--- src/rtl/mmss_countdown_clock_display_defines.svh ---
// Assertion macros shared by the countdown clock RTL.
`ifndef MMSS_COUNTDOWN_CLOCK_DISPLAY_DEFINES_SVH
`define MMSS_COUNTDOWN_CLOCK_DISPLAY_DEFINES_SVH

// Clocked check, switched off while the synchronous reset is asserted.
`define MMSS_ASSERT_CLK(label, clk, rst_n, prop, msg) \
    label: assert property (@(posedge clk) disable iff (!rst_n) (prop)) else $error(msg);

// Clocked check that is also evaluated during reset.
`define MMSS_ASSERT_ALWAYS(label, clk, prop, msg) \
    label: assert property (@(posedge clk) (prop)) else $error(msg);

`endif

--- src/rtl/mmss_pkg.sv ---
// Types, codes and constants shared by the countdown clock modules.
package mmss_pkg;

    localparam int MIN_W   = 7;
    localparam int SEC_W   = 6;
    localparam int PRE_W   = 16;
    localparam int SEG_W   = 7;
    localparam int OP_W    = 3;
    localparam int AMT_W   = 7;
    localparam int DIGIT_W = 4;

    // Request opcodes; the last code changes nothing.
    localparam logic [OP_W-1:0] OP_TICK  = 3'd0;
    localparam logic [OP_W-1:0] OP_ADD   = 3'd1;
    localparam logic [OP_W-1:0] OP_MINUS = 3'd2;
    localparam logic [OP_W-1:0] OP_SET   = 3'd3;
    localparam logic [OP_W-1:0] OP_RESET = 3'd4;
    localparam logic [OP_W-1:0] OP_PLAY  = 3'd5;
    localparam logic [OP_W-1:0] OP_PAUSE = 3'd6;
    localparam logic [OP_W-1:0] OP_NOP   = 3'd7;

    // Register indexes, taken from address bit 2.
    localparam logic REG_SECOND_PERIOD = 1'b0;
    localparam logic REG_BLINK_HALF    = 1'b1;

    localparam logic [MIN_W-1:0] MAX_MINUTES  = 7'd99;
    localparam logic [SEC_W-1:0] MAX_SECONDS  = 6'd59;
    localparam logic [PRE_W-1:0] PRESCALE_MAX = 16'hFFFF;

    localparam logic [PRE_W-1:0] SECOND_PERIOD_RST = 16'd1000;
    localparam logic [PRE_W-1:0] BLINK_HALF_RST    = 16'd500;

    localparam logic [SEG_W-1:0] SEG_TABLE [10] = '{
        7'h3F, 7'h06, 7'h5B, 7'h4F, 7'h66, 7'h6D, 7'h7D, 7'h07, 7'h7F, 7'h6F
    };

    // Clock state after one request, passed from the core to the decoder.
    typedef struct packed {
        logic [MIN_W-1:0] minutes;
        logic [SEC_W-1:0] seconds;
        logic             lit;
        logic             running;
        logic             expired;
    } t_view;

    typedef struct packed {
        logic [SEG_W-1:0] min_tens;
        logic [SEG_W-1:0] min_units;
        logic [SEG_W-1:0] sec_tens;
        logic [SEG_W-1:0] sec_units;
    } t_segments;

endpackage

--- src/rtl/mmss_core.sv ---
// Countdown state registers and the update applied for each request.
module mmss_core (
    input  logic                          i_clk,
    input  logic                          i_rst_n,
    input  logic                          i_step,
    input  logic [mmss_pkg::OP_W-1:0]     i_opcode,
    input  logic [mmss_pkg::AMT_W-1:0]    i_amount,
    input  logic [mmss_pkg::PRE_W-1:0]    i_second_period,
    input  logic [mmss_pkg::PRE_W-1:0]    i_blink_half,
    output mmss_pkg::t_view               o_view
);
    import mmss_pkg::*;

    logic [MIN_W-1:0] r_min, n_min;
    logic [SEC_W-1:0] r_sec, n_sec;
    logic             r_run, n_run;
    logic             r_lit, n_lit;
    logic [PRE_W-1:0] r_sp, n_sp;
    logic [PRE_W-1:0] r_bp, n_bp;
    logic             n_exp;
    logic [PRE_W-1:0] sp_inc, bp_inc;
    logic [MIN_W:0]   min_sum;

    assign sp_inc  = (r_sp == PRESCALE_MAX) ? r_sp : r_sp + 1'b1;
    assign bp_inc  = (r_bp == PRESCALE_MAX) ? r_bp : r_bp + 1'b1;
    assign min_sum = {1'b0, r_min} + {1'b0, i_amount};

    always_comb begin
        n_min = r_min;
        n_sec = r_sec;
        n_run = r_run;
        n_lit = r_lit;
        n_sp  = r_sp;
        n_bp  = r_bp;
        n_exp = 1'b0;
        case (i_opcode)
            OP_TICK: begin
                n_sp = sp_inc;
                n_bp = bp_inc;
                if (r_run) begin
                    n_lit = 1'b1;
                    if (sp_inc >= i_second_period) begin
                        n_sp = '0;
                        if (r_sec == '0) begin
                            if (r_min != '0) begin
                                n_min = r_min - 1'b1;
                                n_sec = MAX_SECONDS;
                            end else begin
                                n_run = 1'b0;
                                n_exp = 1'b1;
                            end
                        end else begin
                            n_sec = r_sec - 1'b1;
                        end
                    end
                end else if (r_min != '0 || r_sec != '0) begin
                    if (bp_inc >= i_blink_half) begin
                        n_bp  = '0;
                        n_lit = ~r_lit;
                    end
                end else begin
                    n_lit = 1'b1;
                end
            end
            OP_ADD: begin
                n_min = (min_sum > {1'b0, MAX_MINUTES}) ? MAX_MINUTES : min_sum[MIN_W-1:0];
                n_lit = 1'b1;
            end
            OP_MINUS: begin
                if (r_min != '0) begin
                    n_min = r_min - 1'b1;
                end
                n_lit = 1'b1;
            end
            OP_SET: begin
                if (i_amount <= MAX_MINUTES) begin
                    n_min = i_amount;
                    n_sec = '0;
                    n_lit = 1'b1;
                end
            end
            OP_RESET: begin
                n_min = '0;
                n_sec = '0;
                n_run = 1'b0;
                n_lit = 1'b1;
            end
            OP_PLAY: begin
                n_run = 1'b1;
                n_lit = 1'b1;
            end
            OP_PAUSE: begin
                n_run = 1'b0;
            end
            default: begin
            end
        endcase
    end

    always_ff @(posedge i_clk) begin
        if (!i_rst_n) begin
            r_min <= '0;
            r_sec <= '0;
            r_run <= 1'b0;
            r_lit <= 1'b1;
            r_sp  <= '0;
            r_bp  <= '0;
        end else if (i_step) begin
            r_min <= n_min;
            r_sec <= n_sec;
            r_run <= n_run;
            r_lit <= n_lit;
            r_sp  <= n_sp;
            r_bp  <= n_bp;
        end
    end

    assign o_view = '{minutes: n_min, seconds: n_sec, lit: n_lit,
                      running: n_run, expired: n_exp};

endmodule

--- src/rtl/mmss_seg.sv ---
// Splits minutes and seconds into decimal digits and maps them to segments.
module mmss_seg (
    input  mmss_pkg::t_view     i_view,
    output mmss_pkg::t_segments o_segs
);
    import mmss_pkg::*;

    // Tens digit by reciprocal multiply, exact for every 7-bit input (0 to 127).
    function automatic logic [DIGIT_W-1:0] tens_of(input logic [MIN_W-1:0] v);
        logic [MIN_W+7:0] prod;
        prod = {8'd0, v} * (MIN_W+8)'(205);
        return prod[MIN_W+7:11];
    endfunction

    function automatic logic [DIGIT_W-1:0] units_of(input logic [MIN_W-1:0] v,
                                                    input logic [DIGIT_W-1:0] t);
        logic [MIN_W-1:0] rest;
        rest = v - MIN_W'(t) * MIN_W'(10);
        return rest[DIGIT_W-1:0];
    endfunction

    logic [DIGIT_W-1:0] m_t, m_u, s_t, s_u;
    logic [MIN_W-1:0]   sec_wide;

    assign sec_wide = {1'b0, i_view.seconds};
    assign m_t = tens_of(i_view.minutes);
    assign m_u = units_of(i_view.minutes, m_t);
    assign s_t = tens_of(sec_wide);
    assign s_u = units_of(sec_wide, s_t);

    always_comb begin
        if (i_view.lit) begin
            o_segs.min_tens  = SEG_TABLE[m_t];
            o_segs.min_units = SEG_TABLE[m_u];
            o_segs.sec_tens  = SEG_TABLE[s_t];
            o_segs.sec_units = SEG_TABLE[s_u];
        end else begin
            o_segs = '0;
        end
    end

endmodule

--- src/rtl/mmss_countdown_clock_display.sv ---
// Top level of the MM:SS countdown clock with four seven-segment digit outputs.
// A request is captured in an input register, updated and decoded in one pass, and
// its result moves into the output register once that register is free. One request
// per cycle is sustained unless results stall; update and decode are combinational.
// Synchronous active-low reset clears the time, stops the clock, lights the display,
// zeroes both prescalers and restores the period registers to 1000 and 500.
`include "mmss_countdown_clock_display_defines.svh"

module mmss_countdown_clock_display (
    input  logic                         i_clk,
    input  logic                         i_rst_n,
    // request channel
    input  logic                         i_valid,
    output logic                         o_stall,
    input  logic [mmss_pkg::OP_W-1:0]    i_opcode,
    input  logic [mmss_pkg::AMT_W-1:0]   i_amount,
    // result channel
    output logic                         o_valid,
    input  logic                         i_stall,
    output logic [mmss_pkg::SEG_W-1:0]   o_min_tens_segments,
    output logic [mmss_pkg::SEG_W-1:0]   o_min_units_segments,
    output logic [mmss_pkg::SEG_W-1:0]   o_sec_tens_segments,
    output logic [mmss_pkg::SEG_W-1:0]   o_sec_units_segments,
    output logic                         o_display_lit,
    output logic                         o_is_running,
    output logic                         o_expired,
    output logic [mmss_pkg::MIN_W-1:0]   o_minutes_now,
    output logic [mmss_pkg::SEC_W-1:0]   o_seconds_now,
    // configuration port
    input  logic                         psel,
    input  logic                         penable,
    input  logic                         pwrite,
    input  logic [2:0]                   paddr,
    input  logic [31:0]                  pwdata,
    output logic [31:0]                  prdata,
    output logic                         pready
);
    import mmss_pkg::*;

    logic [PRE_W-1:0] r_second_period;
    logic [PRE_W-1:0] r_blink_half;

    logic             r_in_vld;
    logic [OP_W-1:0]  r_in_op;
    logic [AMT_W-1:0] r_in_amt;

    logic             r_out_vld;
    t_view            r_out_view;
    t_segments        r_out_segs;

    logic             out_free;
    logic             advance;
    logic             in_take;
    t_view            view;
    t_segments        segs;

    // Configuration registers. Only address bit 2 selects the register, so every
    // write lands in one of the two.
    assign pready = 1'b1;

    always_ff @(posedge i_clk) begin
        if (!i_rst_n) begin
            r_second_period <= SECOND_PERIOD_RST;
            r_blink_half    <= BLINK_HALF_RST;
        end else if (psel && penable && pwrite && pready) begin
            unique case (paddr[2])
                REG_SECOND_PERIOD: r_second_period <= pwdata[PRE_W-1:0];
                REG_BLINK_HALF:    r_blink_half    <= pwdata[PRE_W-1:0];
                default: begin
                end
            endcase
        end
    end

    always_comb begin
        unique case (paddr[2])
            REG_SECOND_PERIOD: prdata = {{(32-PRE_W){1'b0}}, r_second_period};
            REG_BLINK_HALF:    prdata = {{(32-PRE_W){1'b0}}, r_blink_half};
            default:           prdata = '0;
        endcase
    end

    // The held request moves on whenever the output register is empty or its
    // contents are being taken this cycle. A new request is taken whenever the input
    // register is empty or its request moves on; otherwise the request side stalls.
    assign out_free = !r_out_vld || !i_stall;
    assign advance  = r_in_vld && out_free;
    assign o_stall  = r_in_vld && !out_free;
    assign in_take  = i_valid && !o_stall;

    always_ff @(posedge i_clk) begin
        if (!i_rst_n) begin
            r_in_vld <= 1'b0;
        end else if (in_take) begin
            r_in_vld <= 1'b1;
        end else if (advance) begin
            r_in_vld <= 1'b0;
        end
    end

    always_ff @(posedge i_clk) begin
        if (in_take) begin
            r_in_op  <= i_opcode;
            r_in_amt <= i_amount;
        end
    end

    // The core commits its state only when the request moves into the output
    // register, so the state always matches the last result placed in that register.
    mmss_core u_core (
        .i_clk           (i_clk),
        .i_rst_n         (i_rst_n),
        .i_step          (advance),
        .i_opcode        (r_in_op),
        .i_amount        (r_in_amt),
        .i_second_period (r_second_period),
        .i_blink_half    (r_blink_half),
        .o_view          (view)
    );

    mmss_seg u_seg (
        .i_view (view),
        .o_segs (segs)
    );

    // Output register; while the result is stalled it does not change.
    always_ff @(posedge i_clk) begin
        if (!i_rst_n) begin
            r_out_vld <= 1'b0;
        end else if (out_free) begin
            r_out_vld <= r_in_vld;
        end
    end

    always_ff @(posedge i_clk) begin
        if (advance) begin
            r_out_view <= view;
            r_out_segs <= segs;
        end
    end

    assign o_valid              = r_out_vld;
    assign o_min_tens_segments  = r_out_segs.min_tens;
    assign o_min_units_segments = r_out_segs.min_units;
    assign o_sec_tens_segments  = r_out_segs.sec_tens;
    assign o_sec_units_segments = r_out_segs.sec_units;
    assign o_display_lit        = r_out_view.lit;
    assign o_is_running         = r_out_view.running;
    assign o_expired            = r_out_view.expired;
    assign o_minutes_now        = r_out_view.minutes;
    assign o_seconds_now        = r_out_view.seconds;

    // A countdown that has just expired has also stopped.
    `MMSS_ASSERT_CLK(a_expired_stops, i_clk, i_rst_n, r_out_vld |-> !(r_out_view.expired && r_out_view.running), "expired result still shows the clock running")
    // A blanked display carries no segments.
    `MMSS_ASSERT_CLK(a_blank_dark, i_clk, i_rst_n, (r_out_vld && !r_out_view.lit) |-> (r_out_segs == '0), "segments driven while display blanked")
    // Time stays within its decimal ranges.
    `MMSS_ASSERT_CLK(a_time_range, i_clk, i_rst_n, r_out_vld |-> (r_out_view.minutes <= MAX_MINUTES && r_out_view.seconds <= MAX_SECONDS), "time out of range")
    // The request side is only held off while a request is waiting inside.
    `MMSS_ASSERT_ALWAYS(a_stall_cause, i_clk, o_stall |-> r_in_vld, "input stalled with no request held")

endmodule

--- config.mk ---
export PLATFORM = sky130hd
export DESIGN_NAME = mmss_countdown_clock_display
export DESIGN_NICKNAME = d
export VERILOG_FILES = /design/src/rtl/mmss_pkg.sv /design/src/rtl/mmss_core.sv /design/src/rtl/mmss_seg.sv /design/src/rtl/mmss_countdown_clock_display.sv
export VERILOG_INCLUDE_DIRS = /design/src /design/src/rtl
export SDC_FILE = /design/constraint.sdc
export NUM_CORES = 1
export LEC_CHECK = 0
export BUFFER_PORTS_ARGS = -buffer_cell sky130_fd_sc_hd__buf_2
export CORE_UTILIZATION = 54
export CTS_CLUSTER_DIAMETER = 100
export CTS_CLUSTER_SIZE = 20
export DETAILED_ROUTE_END_ITERATION = 10
export GPL_ROUTABILITY_DRIVEN = 0
export PLACE_DENSITY = 0.78
export SLEW_MARGIN = 10
export SYNTH_ARGS = -nofsm -noshare
export SYNTH_HDL_FRONTEND = slang
export SYNTH_SLANG_ARGS = --single-unit
--- constraint.sdc ---
create_clock -name i_clk -period 8 [get_ports i_clk]
set_input_delay 0.8 -clock i_clk [delete_from_list [all_inputs] [get_ports i_clk]]
set_output_delay 0.8 -clock i_clk [all_outputs]
set_load 0.1 [all_outputs]
==> impl_metrics.json, run 1 <==
{
  "syn_area_um2": 10300,
  "tns_ns": -1.05,
  "final_core_util_pct": 68.6,
  "rsz0062_at_grt": "yes",
  "drt_iter0_drc": 553,
  "dieHeight_um": 140,
  "seqCellArea_um2": 3250,
  "relSlewSlack_pct": 45.0,
  "viasPerCell": 5.92,
  "grt_max_degree": 70,
  "endpoint_kind": "flop",
  "grt_pass1_vias": 9228,
  "status": "finished, violations left",
  "yosysSeqAreaShare_pct": 31.5,
  "final_nets": 1575,
  "synth.area.top_cells": "dfxtp_1, edfxtp_1, ha_1",
  "drtAntennaViolNets": 0,
  "clock_skew_ns": 0.0105,
  "num_vias": 9648,
  "cts_buffers": 17,
  "ys_types": 84,
  "dr.pass1.iters": 8,
  "core_area_um2": 18700,
  "synth_flop_cell": "dfxtp_1",
  "synthTopCellsByCount": "nand2_1, ha_1, inv_1, dfxtp_1, a21oi_1",
  "yosysMostFrequentCell": "nand2_1",
  "ys.warnings.count": 0,
  "crit_path_top_delay_cell": "or4b_4",
  "fp.dieArea_um2": 19600,
  "finalCritPeriodShare_pct": 103,
  "ys_seq_elements": 135,
  "cts_tree": "yes",
  "final-hold-violation-count": 0,
  "n_fill_cell": 1448,
  "critPathBufInv": 2,
  "power-per-cell-area_nw_per_um2": 224,
  "clk_latency_ns": 0.44,
  "synth_top_area_share_pct": 15.7,
  "synth_top_cell_by_area": "dfxtp_1",
  "root_buffer": "clkbuf_16",
  "fin_area_um2": 12800,
  "wl_per_cell_um": 16.4,
  "layout-drive-gt1-share_pct": 25.3,
  "drc": 1,
  "slowest_delay_ns": 0.61,
  "period_minus_slack_ns": 8.27,
  "crit_family": "simple AND/OR/NAND/NOR gates",
  "cts_max_level": 4,
  "diodes": 0,
  "numPlacedInstances": 1568,
  "synth-edff-count": 54,
  "placed_area_um2": 11700,
  "area_delta_synth_final_pct": 24.5,
  "cts.sinks": 135,
  "violations": "DRC, setup timing",
  "fin_cells": 1631,
  "arrival_ns": 8.54,
  "postSynthAreaPerCell_um2": 8.61,
  "critPathMostFrequentCell": "and3_4",
  "start_kind": "flop",
  "synthArstFlopShare_pct": 0,
  "antenna_found_initial": 0,
  "ios": 131,
  "vdd_ir_drop_max_mv": 0.174,
  "setup_viol": 7,
  "clkTransAtPathRegs_ns": 0.06,
  "holdCritPathClass": "reg2reg",
  "worst_slew_pin_slew_ns": 0.824,
  "grt_pass1_wl_mm": 43.0,
  "maxSlewViolCount": 0,
  "grt-ovfl-total": 0,
  "clockBufferDepth": 2,
  "maxCapViolCount": 0,
  "grt_use_total_pct": 27.2,
  "start_util_pct": 55.1,
  "wirelength_mm": 26.7,
  "worstPathMaxFanout": 6,
  "fin_ws_ns": -0.268,
  "p_leak_nw": 5.70,
  "row_count": 50,
  "multi_input_area_um2": 6970,
  "max_freq_mhz": 121,
  "die_w_um": 140,
  "port_buffers": 95,
  "synth_cells": 1197,
  "cts_hold_buf": 0,
  "dpl.hpwl_mm": 19.0,
  "critPathKind": "reg2reg",
  "crit_required_ns": 8.27
}
[cells by family after synthesis]
group | Yosys count | synth area share (%)
AO/OA/AOI/OAI | 301 | 19.7
multiplexers | 9 | 0.923
AND/OR/NAND/NOR | 419 | 19.8
adder cells (fa/ha/maj) | 139 | 18.1
buffers and inverters | 152 | 6.18
flip-flops | 135 | 31.5
XOR/XNOR | 40 | 3.74
other | 2 | 0.0729
[worst min-delay path, cell delays in order (launching register included)]
cell and delay [ns]:
dfxtp_1 0.31, nand2_1 0.04, a21boi_0 0.06
[what timing repair did]
action / CTS / global route
setup buffers: 18 / 12
resized for setup: 36 / 16
cloned: 1 / 0
endpoints found under the setup margin: 14 / 21
pin swaps: 25 / 20
[flip-flops by register name, indices dropped and copies added (netlist names), 3 cells and up]
name,count
o_sec_units_segments,7
u_core.r_bp,16
u_core.r_sec,6
r_in_op,3
o_minutes_now,7
u_core.r_sp,16
r_blink_half,16
r_second_period,16
o_seconds_now,6
o_min_units_segments,7
o_min_tens_segments,7
u_core.r_min,7
o_sec_tens_segments,7
r_in_amt,7
[power by group]
part	switching [mW]	internal (mW)	leakage (nW)	total [mW]
registers	0.0261	0.783	1.15	0.810
clock network	0.331	0.490	0.278	0.821
logic	0.774	0.472	4.27	1.25
total	1.13	1.75	5.70	2.88
[worst paths after layout]
kind / startpoint / endpoint / slack [ns] / depth (start not counted)
max: u_core.r_sp[6] / o_min_units_segments[4] / -0.27 / 39
min: r_second_period[1] / r_second_period[1] / 0.47 / 2
max reg2reg: u_core.r_sp[6] / o_min_units_segments[4] / -0.27 / 39
min reg2reg: r_second_period[1] / r_second_period[1] / 0.47 / 2
[per-layer routing]
metal,GRT usage [%],vias to the layer above,share of wire (%)
li1,-,4637,-
met1,32.6,4611,43
met2,48.0,336,49
met3,4.89,64,4.9
met4,10.9,0,2.4
met5,0,-,0
[cells in the final DEF, fill, tap and decap left out, drive strengths merged, types with 19 or more instances in the layout]
cell type,count
nand3,38
and3,19
xnor2,26
dfxtp,81
edfxtp,54
nor2b,20
nor3,27
buf,213
ha,122
a21oi,68
inv,92
o21ai,68
nor2,67
a21boi,31
a31oi,19
nand2,166
[per-stage QoR]
step	setup WS [ns]	hold WS, ns	total power, mW
after global placement	-0.264	0.452	1.91
after CTS	-0.160	0.467	2.84
after floorplan	-0.0532	0.443	1.66
after global routing	-0.628	0.486	3.02
final	-0.268	0.465	2.88
after detailed placement	-0.474	0.459	1.95
[area by class of cell]
class,count,share of cell area (%)
clock buffers,17,3.32
clock inverters,15,1.38
inverters,91,2.68
multi-input cells,926,54.4
flip-flops and latches,135,25.3
well taps,234,2.28
repair buffers,213,10.7
Power figures use the tool's default switching activity.
==> inputs of run 2 (changes only) <==
Settings changed: ABC_CLOCK_PERIOD_IN_PS set to 8000, SYNTH_HIERARCHICAL set to 1.
==> impl_metrics.json, run 2 <==
{
  "critPathBufInv": 5,
  "power-per-cell-area_nw_per_um2": 214,
  "yosysMostFrequentCell": "ha_1",
  "clkTransAtPathRegs_ns": 0.07,
  "rr_endpoint": "o_min_units_segments[1]",
  "maxCapViolCount": 0,
  "synth_compound_area_share_pct": 16.6,
  "drtAntennaViolNets": 0,
  "final_nets": 1515,
  "synth_top_area_share_pct": 14.8,
  "dpl.hpwl_mm": 18.1,
  "period_minus_slack_ns": 7.88,
  "grt_pass1_vias": 8846,
  "wl_per_cell_um": 16.6,
  "synth-edff-count": 54,
  "worstHoldStart": "r_second_period[4]",
  "setup_viol": 0,
  "status": "completed",
  "die_w_um": 144,
  "cts.sinks": 135,
  "grt_use_total_pct": 25.1,
  "grt_max_degree": 68,
  "seqCellArea_um2": 3250,
  "finalCritPeriodShare_pct": 98.5,
  "start_kind": "flop",
  "cts_tree": "yes",
  "cts_buffers": 17,
  "placed_area_um2": 11600,
  "dieHeight_um": 144,
  "crit_path_top_delay_cell": "fa_1",
  "reg2reg_slack_ns": 0.12,
  "num_vias": 9367,
  "arrival_ns": 8.06,
  "worstReg2RegStart": "u_core/r_sp[6]",
  "reg2reg_depth": 33,
  "diodes": 0,
  "final-hold-violation-count": 0,
  "start_util_pct": 55.6,
  "multi_input_area_um2": 7230,
  "critPathMostFrequentCell": "ha_1",
  "synthArstFlopShare_pct": 0,
  "relSlewSlack_pct": 40.6,
  "ios": 131,
  "area_delta_synth_final_pct": 15.8,
  "synthMuxAreaShare_pct": 6.65,
  "worst_slew_pin_slew_ns": 0.890,
  "yosys.area_share.simple_pct": 18.6,
  "ys_types": 100,
  "hold_depth": 2,
  "drc": 0,
  "yosysSeqAreaShare_pct": 29.7,
  "synth_cells": 1221,
  "postSynthAreaPerCell_um2": 8.96,
  "synthXorXnorAreaFrac_pct": 4.04,
  "yosys.area_share.adder_pct": 16.8,
  "row_count": 51,
  "synth_flop_cell": "dfxtp_1",
  "holdCritPathClass": "reg2reg",
  "synth_top_cell_by_area": "dfxtp_1",
  "port_buffers": 95,
  "p_leak_nw": 5.50,
  "layout-drive-gt1-share_pct": 21.0,
  "worstPathMaxFanout": 7,
  "drt_iter0_drc": 622,
  "grt-ovfl-total": 0,
  "synth_top_family_by_area": "simple AND/OR/NAND/NOR gates",
  "synthTopCellsByCount": "ha_1, nand2_1, inv_1, dfxtp_1, a21oi_1",
  "grt_pass1_wl_mm": 41.4,
  "max_freq_mhz": 127,
  "layout_common_cells": "nand2_1, ha_1, inv_1, buf_2, dfxtp_1",
  "fin_cells": 1604,
  "syn_area_um2": 10900,
  "endpoint_kind": "flop",
  "n_fill_cell": 1586,
  "power_mw": 2.71,
  "viasPerCell": 5.84,
  "fp.dieArea_um2": 20800,
  "antenna_found_initial": 0,
  "synth.area.top_cells": "dfxtp_1, edfxtp_1, ha_1",
  "clockBufferDepth": 2,
  "clk_latency_ns": 0.44,
  "crit_family": "adder cells",
  "clock_skew_ns": 0.0141,
  "crit_required_ns": 8.18,
  "cts_max_level": 4,
  "fin_area_um2": 12700,
  "critPathKind": "reg2reg",
  "ys.warnings.count": 6,
  "holdPathEnd": "r_second_period[4]",
  "wirelength_mm": 26.6,
  "maxSlewViolCount": 0,
  "vdd_ir_drop_max_mv": 0.151,
  "root_buffer": "clkbuf_16",
  "core_area_um2": 19700,
  "dr.pass1.iters": 5,
  "slowest_delay_ns": 0.46,
  "numPlacedInstances": 1552,
  "ys_seq_elements": 135
}
-- run 2: how the worst max path moves through the flow --
stage / end / startpoint / slack [ns] / cells past startpoint
after floorplan: o_min_units_segments[1] / u_core/r_sp[2] / 0.05 / 31
after global placement: o_min_units_segments[1] / u_core/r_sp[5] / -0.01 / 30
after detailed placement: o_min_units_segments[1] / u_core/r_sp[5] / -0.18 / 32
after CTS: o_min_units_segments[1] / u_core/r_sp[5] / 0.0006 / 31
after global routing: o_min_units_segments[1] / u_core/r_sp[6] / -0.17 / 33
final: o_min_units_segments[1] / u_core/r_sp[6] / 0.12 / 33
-- run 2: layer usage --
metal	up-vias	part of all wire (%)	global-route usage [%]
met5	-	0	0
met1	4487	43	31.4
met2	304	50	43.3
met3	44	4.9	4.14
met4	0	2.0	9.47
li1	4532	-	-
-- run 2: logic make-up after synthesis --
logic type | count (synthesis)
multiplexers | 69
flip-flops | 135
other | 2
buffers and inverters | 182
AO/OA/AOI/OAI | 261
AND/OR/NAND/NOR | 388
XOR/XNOR | 47
adder cells (fa/ha/maj) | 137
-- run 2: timing repair --
| item | in CTS | in global routing |
|---|---|---|
| hold buffers | 0 | 0 |
| pin swaps | 1 | 34 |
| gates cloned | 0 | 2 |
| gates resized for setup | 7 | 56 |
| endpoints found under the setup margin | 8 | 15 |
| buffers inserted | 2 | 16 |
-- run 2: per-stage QoR --
step / setup slack [ns] / TNS [ns] / util (%) / hold slack [ns]
6_report: 0.122 / 0 / 64.4 / 0.478
2_1_floorplan: 0.0501 / 0 / - / 0.444
3_5_place_dp: -0.180 / -0.954 / 59.2 / 0.471
4_1_cts: 0.000567 / 0 / 62.4 / 0.483
3_3_place_gp: -0.0135 / -0.0135 / 59.2 / 0.456
5_1_grt: -0.168 / -1.52 / 64.4 / 0.501
-- run 2: tightest hold or removal path: stages, from the launching register on --
cell     delay [ns]
dfxtp_1        0.33
nand2_1        0.05
mux2i_1        0.05
-- run 2: final cells by class --
class / instances / share of cell area [%]
Clock buffer: 17 / 3.36
Clock inverter: 15 / 1.18
Inverter: 105 / 3.11
Multi-Input combinational cell: 919 / 57.1
Sequential cell: 135 / 25.7
Tap cell: 265 / 2.62
Timing Repair Buffer: 148 / 6.95
-- run 2: where the power goes --
| part | leakage [nW] | internal [mW] | switching, mW |
|---|---|---|---|
| clock | 0.286 | 0.440 | 0.352 |
| sequential | 1.13 | 0.776 | 0.0283 |
| combinational | 4.09 | 0.405 | 0.708 |
==> inputs of run 3 (changes only) <==
Settings changed: ABC_AREA set to 1, PLACE_DENSITY 0.78 to 0.87, SKIP_CTS_REPAIR_TIMING set to 1.
==> impl_metrics.json, run 3 <==
{
  "status": "completed",
  "finalCritPeriodShare_pct": 92.1,
  "ys.warnings.count": 6,
  "die_w_um": 142,
  "syn_area_um2": 10600,
  "cts_tree": "yes",
  "synthMuxAreaShare_pct": 0,
  "gr-usage-met1_pct": 31.7,
  "drtAntennaViolNets": 0,
  "gr-usage-met2_pct": 43.8,
  "viasPerCell": 5.32,
  "yosys.area_share.simple_pct": 29.1,
  "relSlewSlack_pct": 45.6,
  "core_area_um2": 19000,
  "setup_viol": 0,
  "cts_max_level": 4,
  "max_freq_mhz": 136,
  "root_buffer": "clkbuf_16",
  "grt_pass1_wl_mm": 41.9,
  "endpoint_kind": "flop",
  "period_minus_slack_ns": 7.37,
  "cp-startpoint": "u_core/r_sp[0]",
  "critPathKind": "reg2reg",
  "drt_iter0_drc": 651,
  "fp.dieArea_um2": 20200,
  "clockBufferDepth": 2,
  "maxCapViolCount": 0,
  "power-per-cell-area_nw_per_um2": 228,
  "reg2reg_slack_ns": 0.63,
  "slowest_delay_ns": 0.56,
  "layout_commonest_cell": "nand2_1",
  "rr_endpoint": "o_min_units_segments[1]",
  "layout_common_cells": "nand2_1, inv_1, ha_1, nor2_1, nand3_1",
  "dieHeight_um": 142,
  "drc": 0,
  "diodes": 0,
  "synth_cells": 1465,
  "crit_path_top_delay_cell": "fa_1",
  "synth_top_area_share_pct": 15.3,
  "start_util_pct": 55.8,
  "power_mw": 2.70,
  "grt_use_total_pct": 25.6,
  "wl_per_cell_um": 13.5,
  "clock_skew_ns": 0.00942,
  "cts.sinks": 135,
  "synthArstFlopShare_pct": 0,
  "fin_cells": 1826,
  "worst_slew_pin_slew_ns": 0.815,
  "synth_top_family_by_area": "simple AND/OR/NAND/NOR gates",
  "numPlacedInstances": 1792,
  "holdPathEnd": "o_valid",
  "dpl.hpwl_mm": 18.1,
  "clkTransAtPathRegs_ns": 0.06,
  "worstReg2RegStart": "u_core/r_sp[0]",
  "vdd_ir_drop_max_mv": 0.155,
  "synth-edff-count": 54,
  "yosysMostFrequentCell": "nand2_1",
  "synth_compound_area_share_pct": 8.62,
  "port_buffers": 95,
  "row_count": 50,
  "cts_buffers": 17,
  "ys_seq_elements": 135,
  "fin_ws_ns": 0.634,
  "synth.area.top_cells": "dfxtp_1, edfxtp_1, nand2_1",
  "synthXorXnorAreaFrac_pct": 2.97,
  "maxSlewViolCount": 0,
  "reg2reg_depth": 38,
  "top_usage_layer": "met2",
  "p_leak_nw": 6.15,
  "final_core_util_pct": 62.5,
  "holdCritPathClass": "reg2reg",
  "start_kind": "flop",
  "synthTopCellsByCount": "nand2_1, inv_1, ha_1, nor2_1, nand3_1",
  "yosysSeqAreaShare_pct": 30.6,
  "area_delta_synth_final_pct": 11.9,
  "arrival_ns": 7.55,
  "gr-usage-met3_pct": 4.34,
  "ys_types": 49,
  "worstHoldStart": "o_valid",
  "clk_latency_ns": 0.43,
  "synth_flop_cell": "dfxtp_1",
  "crit_required_ns": 8.18,
  "grt_pass1_vias": 9370,
  "hold_depth": 2,
  "postSynthAreaPerCell_um2": 7.22,
  "final_nets": 1742,
  "dr.pass1.iters": 6,
  "grt_max_degree": 60,
  "worstPathMaxFanout": 7,
  "synth_top_cell_by_area": "dfxtp_1",
  "yosys.area_share.adder_pct": 17.4,
  "place_ws_ns": 0.274,
  "ios": 131,
  "num_vias": 9707,
  "wirelength_mm": 24.6,
  "final-hold-violation-count": 0,
  "antenna_found_initial": 0,
  "grt-ovfl-total": 0,
  "layout-drive-gt1-share_pct": 12.5
}
[run 3: how the worst max path moves through the flow]
stage	endpoint	depth (start not counted)
2_1_floorplan	o_min_units_segments[0]	41
3_5_place_dp	o_min_units_segments[1]	43
3_3_place_gp	o_min_units_segments[2]	41
5_1_grt	o_min_units_segments[1]	44
6_report	o_min_units_segments[1]	38
4_1_cts	o_min_units_segments[1]	41
[run 3: cell type report]
class,instances,area [um^2]
multi-input combinational,1065,6280
clock buffer,19,453
inverter,229,862
tap,260,325
clock inverter,13,131
timing repair buffer,105,551
fill,1583,7110
sequential,135,3240
[run 3: logic make-up after synthesis]
family	count (synthesis)
other cells	2
compound gates	163
flops	135
fa+ha+maj	137
buf+inv	280
simple gates	713
xor+xnor	35
[run 3: metal layers]
metal | routed length (um) | part of all wire, %
met5 | 0 | 0
met4 | 589 | 2.4
met3 | 1460 | 5.9
met2 | 11900 | 48
met1 | 10600 | 43
[run 3: worst max-delay path: cells and delay by family (launching register included)]
family	cells	cell delay, ns
AO/OA/AOI/OAI	2	0.39
flip-flops	1	0.39
XOR/XNOR	2	0.29
adder cells (fa/ha/maj)	9	2.96
buffers and inverters	4	0.25
AND/OR/NAND/NOR	21	2.86
[run 3: stage by stage]
stage / instance area (um^2) / hold slack (ns) / setup TNS [ns]
floorplan: 10600 / 0.447 / 0
global placement: 11200 / 0.466 / 0
detailed placement: 11200 / 0.473 / 0
CTS: 11800 / 0.486 / 0
global route: 11800 / 0.512 / -0.0102
finish: 11800 / 0.483 / 0
[run 3: where the power goes]
group / total (mW) / switching (mW) / internal (mW)
Sequential: 0.816 / 0.0282 / 0.788
Combinational: 1.11 / 0.794 / 0.311
Clock: 0.779 / 0.326 / 0.453
Total: 2.70 / 1.15 / 1.55
